[config.mk]
export PLATFORM = sky130hd
export DESIGN_NAME = first_fit_unit_allocator
export DESIGN_NICKNAME = d
export VERILOG_FILES = /design/src/rtl/ffua_pkg.sv /design/src/rtl/ffua_divider.sv /design/src/rtl/ffua_cell.sv /design/src/rtl/first_fit_unit_allocator.sv
export SDC_FILE = /design/constraint.sdc
export NUM_CORES = 2
export LEC_CHECK = 0
export BUFFER_PORTS_ARGS = -buffer_cell sky130_fd_sc_hd__buf_4
export CAP_MARGIN = 20
export CORE_MARGIN = 8
export CORE_UTILIZATION = 45
export CTS_BUF_LIST = sky130_fd_sc_hd__clkbuf_8
export DETAILED_ROUTE_END_ITERATION = 7
export PLACE_DENSITY = 0.7
export SKIP_LAST_GASP = 1
export SYNTH_ARGS = -nofsm -noshare
export SYNTH_HDL_FRONTEND = slang
export SYNTH_SLANG_ARGS = --single-unit
[constraint.sdc]
create_clock -name clk -period 36.1 [get_ports clk]
set_clock_uncertainty 0.05 [all_clocks]
set_input_delay 9.025 -clock clk [delete_from_list [all_inputs] [get_ports clk]]
set_output_delay 9.025 -clock clk [all_outputs]
set_load 0.1 [all_outputs]
[src/rtl/ffua_pkg.sv]
// ----------------------------------------------------------------------------
// ffua_pkg: shared types for the first-fit unit allocator
// Status codes, opcodes, controller states and the structs passed between
// the scan cells and the controller.
// ----------------------------------------------------------------------------
package ffua_pkg;

  localparam int BYTES_W  = 13;
  localparam int ADDR_W   = 32;
  localparam int STATUS_W = 3;
  // Index and depth widths cover the largest supported pool of 256 units.
  localparam int IDX_W    = 9;
  localparam int DEPTH_W  = 10;

  localparam logic REG_POOL_BASE = 1'b0;

  typedef enum logic {
    OP_ALLOC = 1'b0,
    OP_FREE  = 1'b1
  } op_t;

  typedef enum logic [STATUS_W-1:0] {
    ST_ALLOCATED = 3'd0,
    ST_BAD_SIZE  = 3'd1,
    ST_NO_SPACE  = 3'd2,
    ST_FREED     = 3'd3,
    ST_NOT_FOUND = 3'd4
  } status_t;

  typedef enum logic [1:0] {
    S_IDLE,
    S_DIVIDE,
    S_SCAN,
    S_FINISH
  } state_t;

  // Scan token that walks the row of cells, one cell per cycle.
  typedef struct packed {
    logic                       active;
    op_t                        op;
    logic [IDX_W-1:0]           want;
    logic [ADDR_W-1:0]          offset;
    logic signed [DEPTH_W-1:0]  depth;
    logic [IDX_W-1:0]           run_len;
    logic [IDX_W-1:0]           run_start;
    logic                       hit;
    logic                       found;
    logic [IDX_W-1:0]           found_idx;
    logic                       end_hit;
    logic [IDX_W-1:0]           end_idx;
  } token_t;

  // Mark update broadcast to all cells when a request completes.
  typedef struct packed {
    logic             start_we;
    logic             start_val;
    logic [IDX_W-1:0] start_idx;
    logic             end_we;
    logic             end_val;
    logic [IDX_W-1:0] end_idx;
  } commit_t;

endpackage

[src/rtl/ffua_divider.sv]
// ----------------------------------------------------------------------------
// ffua_divider: constant divider by the unit size
// Divides a byte count by UNIT_BYTES with a reciprocal multiplication that
// registers the quotient, then forms the remainder from the registered quotient.
// ----------------------------------------------------------------------------
module ffua_divider #(
  parameter int UNIT_BYTES = 256
) (
  input  logic                         clk,
  input  logic                         rst,
  input  logic                         start,
  input  logic [ffua_pkg::BYTES_W-1:0] dividend,
  output logic                         done,
  output logic [ffua_pkg::BYTES_W-1:0] quotient,
  output logic [ffua_pkg::BYTES_W-1:0] remainder
);
  import ffua_pkg::*;

  // The reciprocal is rounded up with enough fraction bits that the quotient
  // is exact for every dividend of BYTES_W bits.
  localparam int SHIFT  = BYTES_W + $clog2(UNIT_BYTES);
  localparam int PROD_W = 2 * BYTES_W + 1;
  localparam int BACK_W = 2 * BYTES_W;
  localparam logic [BYTES_W:0] RECIP =
    (BYTES_W + 1)'((2 ** SHIFT + UNIT_BYTES - 1) / UNIT_BYTES);
  localparam logic [BACK_W-1:0] DIVISOR = BACK_W'(UNIT_BYTES);

  logic               busy;
  logic [BYTES_W-1:0] dividend_q;
  logic [PROD_W-1:0]  product;
  logic [BACK_W-1:0]  back;

  assign product = PROD_W'(dividend) * PROD_W'(RECIP);
  assign back    = BACK_W'(quotient) * DIVISOR;

  always_ff @(posedge clk) begin
    if (rst) begin
      busy <= 1'b0;
      done <= 1'b0;
    end else begin
      done <= 1'b0;
      if (start) begin
        busy <= 1'b1;
      end else if (busy) begin
        busy <= 1'b0;
        done <= 1'b1;
      end
    end
  end

  always_ff @(posedge clk) begin
    if (start) begin
      dividend_q <= dividend;
      quotient   <= BYTES_W'(product >> SHIFT);
    end else if (busy) begin
      remainder <= dividend_q - back[BYTES_W-1:0];
    end
  end

endmodule

[src/rtl/ffua_cell.sv]
// ----------------------------------------------------------------------------
// ffua_cell: one unit of the allocation pool
// Holds the start and end marks of one unit, advances the scan token by one
// unit and registers it toward the next cell.
// ----------------------------------------------------------------------------
module ffua_cell #(
  parameter int INDEX      = 0,
  parameter int UNIT_BYTES = 256
) (
  input  logic              clk,
  input  logic              rst,
  input  ffua_pkg::token_t  tk_in,
  input  ffua_pkg::commit_t commit,
  output ffua_pkg::token_t  tk_out
);
  import ffua_pkg::*;

  localparam logic [IDX_W-1:0]  MY_IDX    = IDX_W'(INDEX);
  localparam logic [IDX_W-1:0]  NEXT_IDX  = IDX_W'(INDEX + 1);
  localparam logic [ADDR_W-1:0] MY_OFFSET = ADDR_W'(INDEX * UNIT_BYTES);

  logic                      start_mark;
  logic                      end_mark;
  token_t                    tk_next;
  logic signed [DEPTH_W-1:0] depth_in;
  logic                      found_here;

  always_comb begin
    tk_next    = tk_in;
    depth_in   = tk_in.depth + {{(DEPTH_W-1){1'b0}}, start_mark};
    found_here = tk_in.found;
    if (tk_in.active && !tk_in.hit) begin
      unique case (tk_in.op)
        OP_ALLOC: begin
          // The unit is free only while no allocation is open around it.
          if (depth_in == '0) begin
            tk_next.run_len = tk_in.run_len + 1'b1;
          end else begin
            tk_next.run_len   = '0;
            tk_next.run_start = NEXT_IDX;
          end
          if (tk_next.run_len == tk_in.want) begin
            tk_next.hit     = 1'b1;
            tk_next.end_idx = MY_IDX;
          end else begin
            tk_next.depth = depth_in - {{(DEPTH_W-1){1'b0}}, end_mark};
          end
        end
        OP_FREE: begin
          if (!tk_in.found && tk_in.offset == MY_OFFSET) begin
            found_here        = 1'b1;
            tk_next.found     = 1'b1;
            tk_next.found_idx = MY_IDX;
          end
          if (found_here && end_mark) begin
            tk_next.end_hit = 1'b1;
            tk_next.end_idx = MY_IDX;
            tk_next.hit     = 1'b1;
          end
        end
        default: ;
      endcase
    end
  end

  always_ff @(posedge clk) begin
    if (rst) begin
      tk_out.active <= 1'b0;
    end else begin
      tk_out <= tk_next;
    end
  end

  always_ff @(posedge clk) begin
    if (rst) begin
      start_mark <= 1'b0;
      end_mark   <= 1'b0;
    end else begin
      if (commit.start_we && commit.start_idx == MY_IDX) begin
        start_mark <= commit.start_val;
      end
      if (commit.end_we && commit.end_idx == MY_IDX) begin
        end_mark <= commit.end_val;
      end
    end
  end

endmodule

[src/rtl/first_fit_unit_allocator.sv]
// ----------------------------------------------------------------------------
// first_fit_unit_allocator: first-fit allocator over a pool of fixed units
// Allocates and frees contiguous runs of units by start and end marks.
// ----------------------------------------------------------------------------
// Usage: a request enters on in_valid/in_stall with opcode, request_bytes and
// free_address; exactly one result per request leaves on out_valid/out_stall
// with status and block_address. pool_base is to be set over the APB port only
// while the block is idle; the block itself does not enforce this. pready is
// always high; reads with paddr[2] low return pool_base, other reads zero.
// The block works on one request at a time and holds in_stall high meanwhile.
// An allocate request first divides the size by UNIT_BYTES, then a scan token
// walks the row of NUM_UNITS cells, one unit per cycle. A free request skips
// the divider, and a bad size or an oversize request skips the scan. The next
// request is taken in the cycle after a result is loaded.
// The result sits in an output register, so a new request is accepted while
// the previous result waits; if the receiver stalls, the next result waits in
// the block until the output register frees up.
// Reset clears every mark, pool_base and out_valid.
// ----------------------------------------------------------------------------
module first_fit_unit_allocator #(
  parameter int NUM_UNITS  = 16,
  parameter int UNIT_BYTES = 256
) (
  input  logic                          clk,
  input  logic                          rst,
  input  logic                          psel,
  input  logic                          penable,
  input  logic                          pwrite,
  input  logic [2:0]                    paddr,
  input  logic [31:0]                   pwdata,
  output logic [31:0]                   prdata,
  output logic                          pready,
  input  logic                          in_valid,
  output logic                          in_stall,
  input  logic                          opcode,
  input  logic [ffua_pkg::BYTES_W-1:0]  request_bytes,
  input  logic [ffua_pkg::ADDR_W-1:0]   free_address,
  output logic                          out_valid,
  input  logic                          out_stall,
  output ffua_pkg::status_t             status,
  output logic [ffua_pkg::ADDR_W-1:0]   block_address
);
  import ffua_pkg::*;

  localparam logic [ADDR_W-1:0]  UNIT_SIZE = ADDR_W'(UNIT_BYTES);
  localparam logic [BYTES_W-1:0] MAX_UNITS = BYTES_W'(NUM_UNITS);

  state_t             state;
  state_t             state_next;
  logic [31:0]        pool_base;
  op_t                op_q;
  logic [IDX_W-1:0]   want_q;
  logic [ADDR_W-1:0]  offset_q;
  logic               launch;
  logic               launch_next;
  logic               skip_scan;
  status_t            pre_status;
  token_t             fin;
  token_t             tk_chain [NUM_UNITS+1];
  commit_t            commit;
  logic               in_accept;
  logic               div_start;
  logic               div_done;
  logic [BYTES_W-1:0] quotient;
  logic [BYTES_W-1:0] remainder;
  logic               size_bad;
  logic               size_big;
  logic               out_load;
  status_t            res_status;
  logic [ADDR_W-1:0]  res_address;

  // Configuration port.
  assign pready = 1'b1;
  assign prdata = (paddr[2] == REG_POOL_BASE) ? pool_base : '0;

  always_ff @(posedge clk) begin
    if (rst) begin
      pool_base <= '0;
    end else if (psel && penable && pwrite && paddr[2] == REG_POOL_BASE) begin
      pool_base <= pwdata;
    end
  end

  ffua_divider #(
    .UNIT_BYTES(UNIT_BYTES)
  ) u_divider (
    .clk      (clk),
    .rst      (rst),
    .start    (div_start),
    .dividend (request_bytes),
    .done     (div_done),
    .quotient (quotient),
    .remainder(remainder)
  );

  assign size_bad = (remainder != '0) || (quotient == '0);
  assign size_big = (quotient > MAX_UNITS);

  // Seed token entering the first cell.
  always_comb begin
    tk_chain[0]           = '0;
    tk_chain[0].active    = launch;
    tk_chain[0].op        = op_q;
    tk_chain[0].want      = want_q;
    tk_chain[0].offset    = offset_q;
  end

  for (genvar i = 0; i < NUM_UNITS; i++) begin : g_cell
    ffua_cell #(
      .INDEX     (i),
      .UNIT_BYTES(UNIT_BYTES)
    ) u_cell (
      .clk   (clk),
      .rst   (rst),
      .tk_in (tk_chain[i]),
      .commit(commit),
      .tk_out(tk_chain[i+1])
    );
  end

  assign in_accept = in_valid && !in_stall;

  // Next state.
  always_comb begin
    state_next = state;
    unique case (state)
      S_IDLE: begin
        if (in_accept) begin
          state_next = (op_t'(opcode) == OP_FREE) ? S_SCAN : S_DIVIDE;
        end
      end
      S_DIVIDE: begin
        if (div_done) begin
          state_next = (size_bad || size_big) ? S_FINISH : S_SCAN;
        end
      end
      S_SCAN: begin
        if (tk_chain[NUM_UNITS].active) begin
          state_next = S_FINISH;
        end
      end
      S_FINISH: begin
        if (out_load) begin
          state_next = S_IDLE;
        end
      end
      default: state_next = S_IDLE;
    endcase
  end

  // Controller outputs and result selection.
  always_comb begin
    in_stall    = (state != S_IDLE);
    div_start   = (state == S_IDLE) && in_accept && (op_t'(opcode) == OP_ALLOC);
    launch_next = 1'b0;
    out_load    = 1'b0;
    commit      = '0;
    res_status  = pre_status;
    res_address = '0;
    unique case (state)
      S_IDLE: begin
        launch_next = in_accept && (op_t'(opcode) == OP_FREE);
      end
      S_DIVIDE: begin
        launch_next = div_done && !size_bad && !size_big;
      end
      S_SCAN: ;
      S_FINISH: begin
        out_load = !out_valid || !out_stall;
        if (!skip_scan) begin
          unique case (fin.op)
            OP_ALLOC: begin
              if (fin.hit) begin
                res_status       = ST_ALLOCATED;
                res_address      = pool_base + ADDR_W'(fin.run_start) * UNIT_SIZE;
                commit.start_we  = out_load;
                commit.start_val = 1'b1;
                commit.start_idx = fin.run_start;
                commit.end_we    = out_load;
                commit.end_val   = 1'b1;
                commit.end_idx   = fin.end_idx;
              end else begin
                res_status = ST_NO_SPACE;
              end
            end
            OP_FREE: begin
              if (fin.found) begin
                res_status       = ST_FREED;
                commit.start_we  = out_load;
                commit.start_val = 1'b0;
                commit.start_idx = fin.found_idx;
                commit.end_we    = out_load && fin.end_hit;
                commit.end_val   = 1'b0;
                commit.end_idx   = fin.end_idx;
              end else begin
                res_status = ST_NOT_FOUND;
              end
            end
            default: ;
          endcase
        end
      end
      default: ;
    endcase
  end

  always_ff @(posedge clk) begin
    if (rst) begin
      state     <= S_IDLE;
      launch    <= 1'b0;
      out_valid <= 1'b0;
    end else begin
      state  <= state_next;
      launch <= launch_next;
      if (out_load) begin
        out_valid <= 1'b1;
      end else if (!out_stall) begin
        out_valid <= 1'b0;
      end
    end
  end

  always_ff @(posedge clk) begin
    if (in_accept) begin
      op_q      <= op_t'(opcode);
      offset_q  <= free_address - pool_base;
      skip_scan <= 1'b0;
    end
    if (state == S_DIVIDE && div_done) begin
      want_q     <= quotient[IDX_W-1:0];
      skip_scan  <= size_bad || size_big;
      pre_status <= size_bad ? ST_BAD_SIZE : ST_NO_SPACE;
    end
    if (state == S_SCAN && tk_chain[NUM_UNITS].active) begin
      fin <= tk_chain[NUM_UNITS];
    end
    if (out_load) begin
      status        <= res_status;
      block_address <= res_address;
    end
  end

endmodule
==> run metrics <==
Clock Tree Buf Depth 3; max-cap violations 0; Avg WL per Cell 16.63 um; Clk pin slew, worst setup/hold paths 0.06 ns; worst setup path class in2out; final WL 105300 um; gr usage total between 10% and 20%; Die W about 360 um; crit-path leading delay family buffers and inverters; worst slew pin tran around 1.1 ns; CP Cell Sequence buf_4 > nor2_1 > buf_4; Clk network pwr share a little over a third; final hold violations 0; CTS root buf clkbuf_8; power per cell area 48.52 nW/um^2; initial core utilization 45.27%; wl on met1 43000 um; post-synth top area share 62.04%; Slew Viols, Final 0; num ports between 150 and 200; Met2 Routed Length 52320 um; I/O Buffers 154; dpl ws 17.30 ns; area leader, netlist edfxtp_1; critical path fanouts, max 34; Slew HR 24.77%; CP max stage delay 0.31 ns; nets ~4800; max frequency 53.17 MHz; Worst setup SP type input port; Flop pwr share 57.6%; CTS tree yes; Worst Path Required approximately 27 ns; die area 131700 um^2; Switching Fraction 23.73%; Vert. Die Dim 362.9 um; worst skew pair latency 0.82 ns; # rows 127; Main synth FF type edfxtp_1; setup slack after layout about 17 ns; CP Depth 3; Sink Count 1205; RSZ-0062 raised after global routing false; Setup crit end prdata[26]; Netlist Area Pre-Place 54160 um^2; Int Power approximately 2.2 mW; fraction of layout cells with a size suffix above 1 between 10 and 15%; setup TNS 0 ns; initial antenna violation count 6; cts bufs inserted roughly 190; H-tree depth 4; Worst Reg-to-Reg Cells 10; P_leak 21.21 nW; final setup fails 0; Syn Inst Count 4334; CP Buf/Inv Count 2; GPL Wtd Cong 0.8864; period utilisation layout between 50% and 60%; # DRC 0; fin crit period approximately 19 ns; Area Growth Syn to Fin 11.79%; Max rail drop VDD 0.00003361 V; core region area roughly 120000 um^2; cell mode on critical path buf_4; post-synth cell types a little under 100; first-pass GRT wire length 167300 um; placed insts 5976; Logic pwr share 6.2%; uppermost layer routed met4; number of synthesized register bits between 1000 and 1500; largest net degree at the start of global routing 209; Worst Setup SP paddr[2]; synth warn 0; CP max stage cell buf_4; DP HPWL 74360 um; status finished, final reports clean; Syn Nets 4539; vias in the first global route ~33000; Crit Reg-Reg Startpoint g_cell[12].u_cell.start_mark$_SDFFE_PP0P_; fill count just over 10000; WL met3 about 6600 um; Post-Layout Cell Count 6331; syn avg cell area 12.50 um^2; Reg area about 35000 um^2; Crit. End Element primary output; Routed Antenna Nets 0; number of enable flip-flop cells after synthesis 1119; PostCTS Resize Cnt 0; area occupied by multi-input gates ~18000 um^2; async set-reset flop share out of synthesis 0%; Sw Pwr 0.6971 mW; R2R Path End g_cell[12].u_cell.tk_out[48]$_DFFE_PN_; Min-Delay Path Class reg2reg; main area contributors after synthesis edfxtp_1, dfxtp_1, nand2_1; post-cts hold buffer count 0; 1st-iter DRT viols 2454; vias per cell 5.381; Congestion Overflow GR 0; flop2flop setup slack 31.47 ns; register area share after synthesis 65.22%; Data arrival, critical path 9.73 ns; routed via count around 34000; Post-CTS Setup Bufs 0; TritonRoute pass-1 iters 6
[state kept, by name, summed over array words and instances, names as in the netlist, 2 cells and up]
| signal | cells |
|---|---|
| block_address | 32 |
| fin | 17 |
| g_cell.u_cell.end_mark | 16 |
| g_cell.u_cell.start_mark | 16 |
| g_cell.u_cell.tk_out | 1021 |
| offset_q | 32 |
| pool_base | 32 |
| pre_status | 2 |
| state | 2 |
| status | 3 |
| u_divider.dividend_q | 12 |
| u_divider.remainder | 8 |
| want_q | 5 |
[worst min-delay path by stage]
stage,slack [ns],depth (start not counted),startpoint,end
final,0.36,0,u_divider.dividend_q[5]$_DFFE_PP_,u_divider.remainder[5]$_DFFE_PP_
after CTS,0.36,0,g_cell[13].u_cell.tk_out[51]$_DFFE_PN_,g_cell[14].u_cell.tk_out[51]$_DFFE_PN_
after global routing,0.37,0,g_cell[15].u_cell.tk_out[13]$_DFFE_PN_,fin[13]$_DFFE_PP_
after detailed placement,0.35,0,u_divider.dividend_q[1]$_DFFE_PP_,u_divider.remainder[1]$_DFFE_PP_
after global placement,0.35,0,g_cell[15].u_cell.tk_out[25]$_SDFFCE_PP0N_,fin[25]$_DFFE_PP_
after floorplan,0.35,0,g_cell[15].u_cell.tk_out[0]$_DFFE_PN_,fin[0]$_DFFE_PP_
[placed cells by master, fill, tap and decap left out, types with 86 or more instances in the layout]
| master | instances |
|---|---|
| edfxtp_1 | 1119 |
| nand2_1 | 418 |
| nor2_1 | 307 |
| clkbuf_8 | 200 |
| o21ai_0 | 196 |
| inv_1 | 177 |
| buf_4 | 175 |
| a21oi_1 | 167 |
| xnor2_1 | 156 |
| nor4_1 | 129 |
| nand3_1 | 120 |
| ha_1 | 114 |
| nor2b_1 | 112 |
| xor2_1 | 106 |
| nand2b_1 | 105 |
| nor3_1 | 98 |
| dfxtp_1 | 86 |
[Yosys cell counts, drive strengths merged (105+ instances only)]
master	count
xor2	106
o21ai	216
nor2b	112
nand2b	105
nor4	129
ha	114
nor2	308
a21oi	167
xnor2	156
inv	120
nand2	418
edfxtp	1119
nand3	120
clkbuf	113
[logic make-up after synthesis]
group	count (synthesis)	synth area share, %
compound gates	719	8.570
xor+xnor	263	4.281
fa+ha+maj	117	2.744
buf+inv	264	1.957
flops	1205	65.22
mux	29	0.5452
other cells	1	0.006924
simple gates	1736	16.68
[metrics by stage]
step	hold slack [ns]	cell area (um^2)	util (%)	power, mW
3_5_place_dp	0.3545	56900	47.55	1.903
3_3_place_gp	0.3529	56900	47.55	1.895
6_report	0.3627	60550	50.60	2.938
5_1_grt	0.3677	60550	50.60	3.056
2_1_floorplan	0.3503	54160	-	1.886
4_1_cts	0.3604	60410	50.49	2.966
[power groups by stage]
stage / logic [mW] / clock network (mW) / registers [mW]
after floorplan: 0.122 / 0 / 1.76
after global placement: 0.177 / 0 / 1.72
after detailed placement: 0.181 / 0 / 1.72
after CTS: 0.181 / 1.09 / 1.69
after global routing: 0.200 / 1.15 / 1.70
final: 0.183 / 1.06 / 1.69
[routing by layer]
metal  vias to the layer above  GRT usage, %
li1                      16783             -
met1                     16219         18.42
met2                       828         27.07
met3                       234         3.831
met4                         0         6.036
met5                         -             0
[layout make-up]
class	count	area share (%)
Clock buffer	200	4.546
Antenna cell	1	0.004133
Multi-Input combinational cell	2865	29.37
Clock inverter	147	1.248
Inverter	120	0.7563
Sequential cell	1205	58.34
Tap cell	1612	3.331
Timing Repair Buffer	181	2.403
No activity file was read; power rests on OpenSTA's default activity.
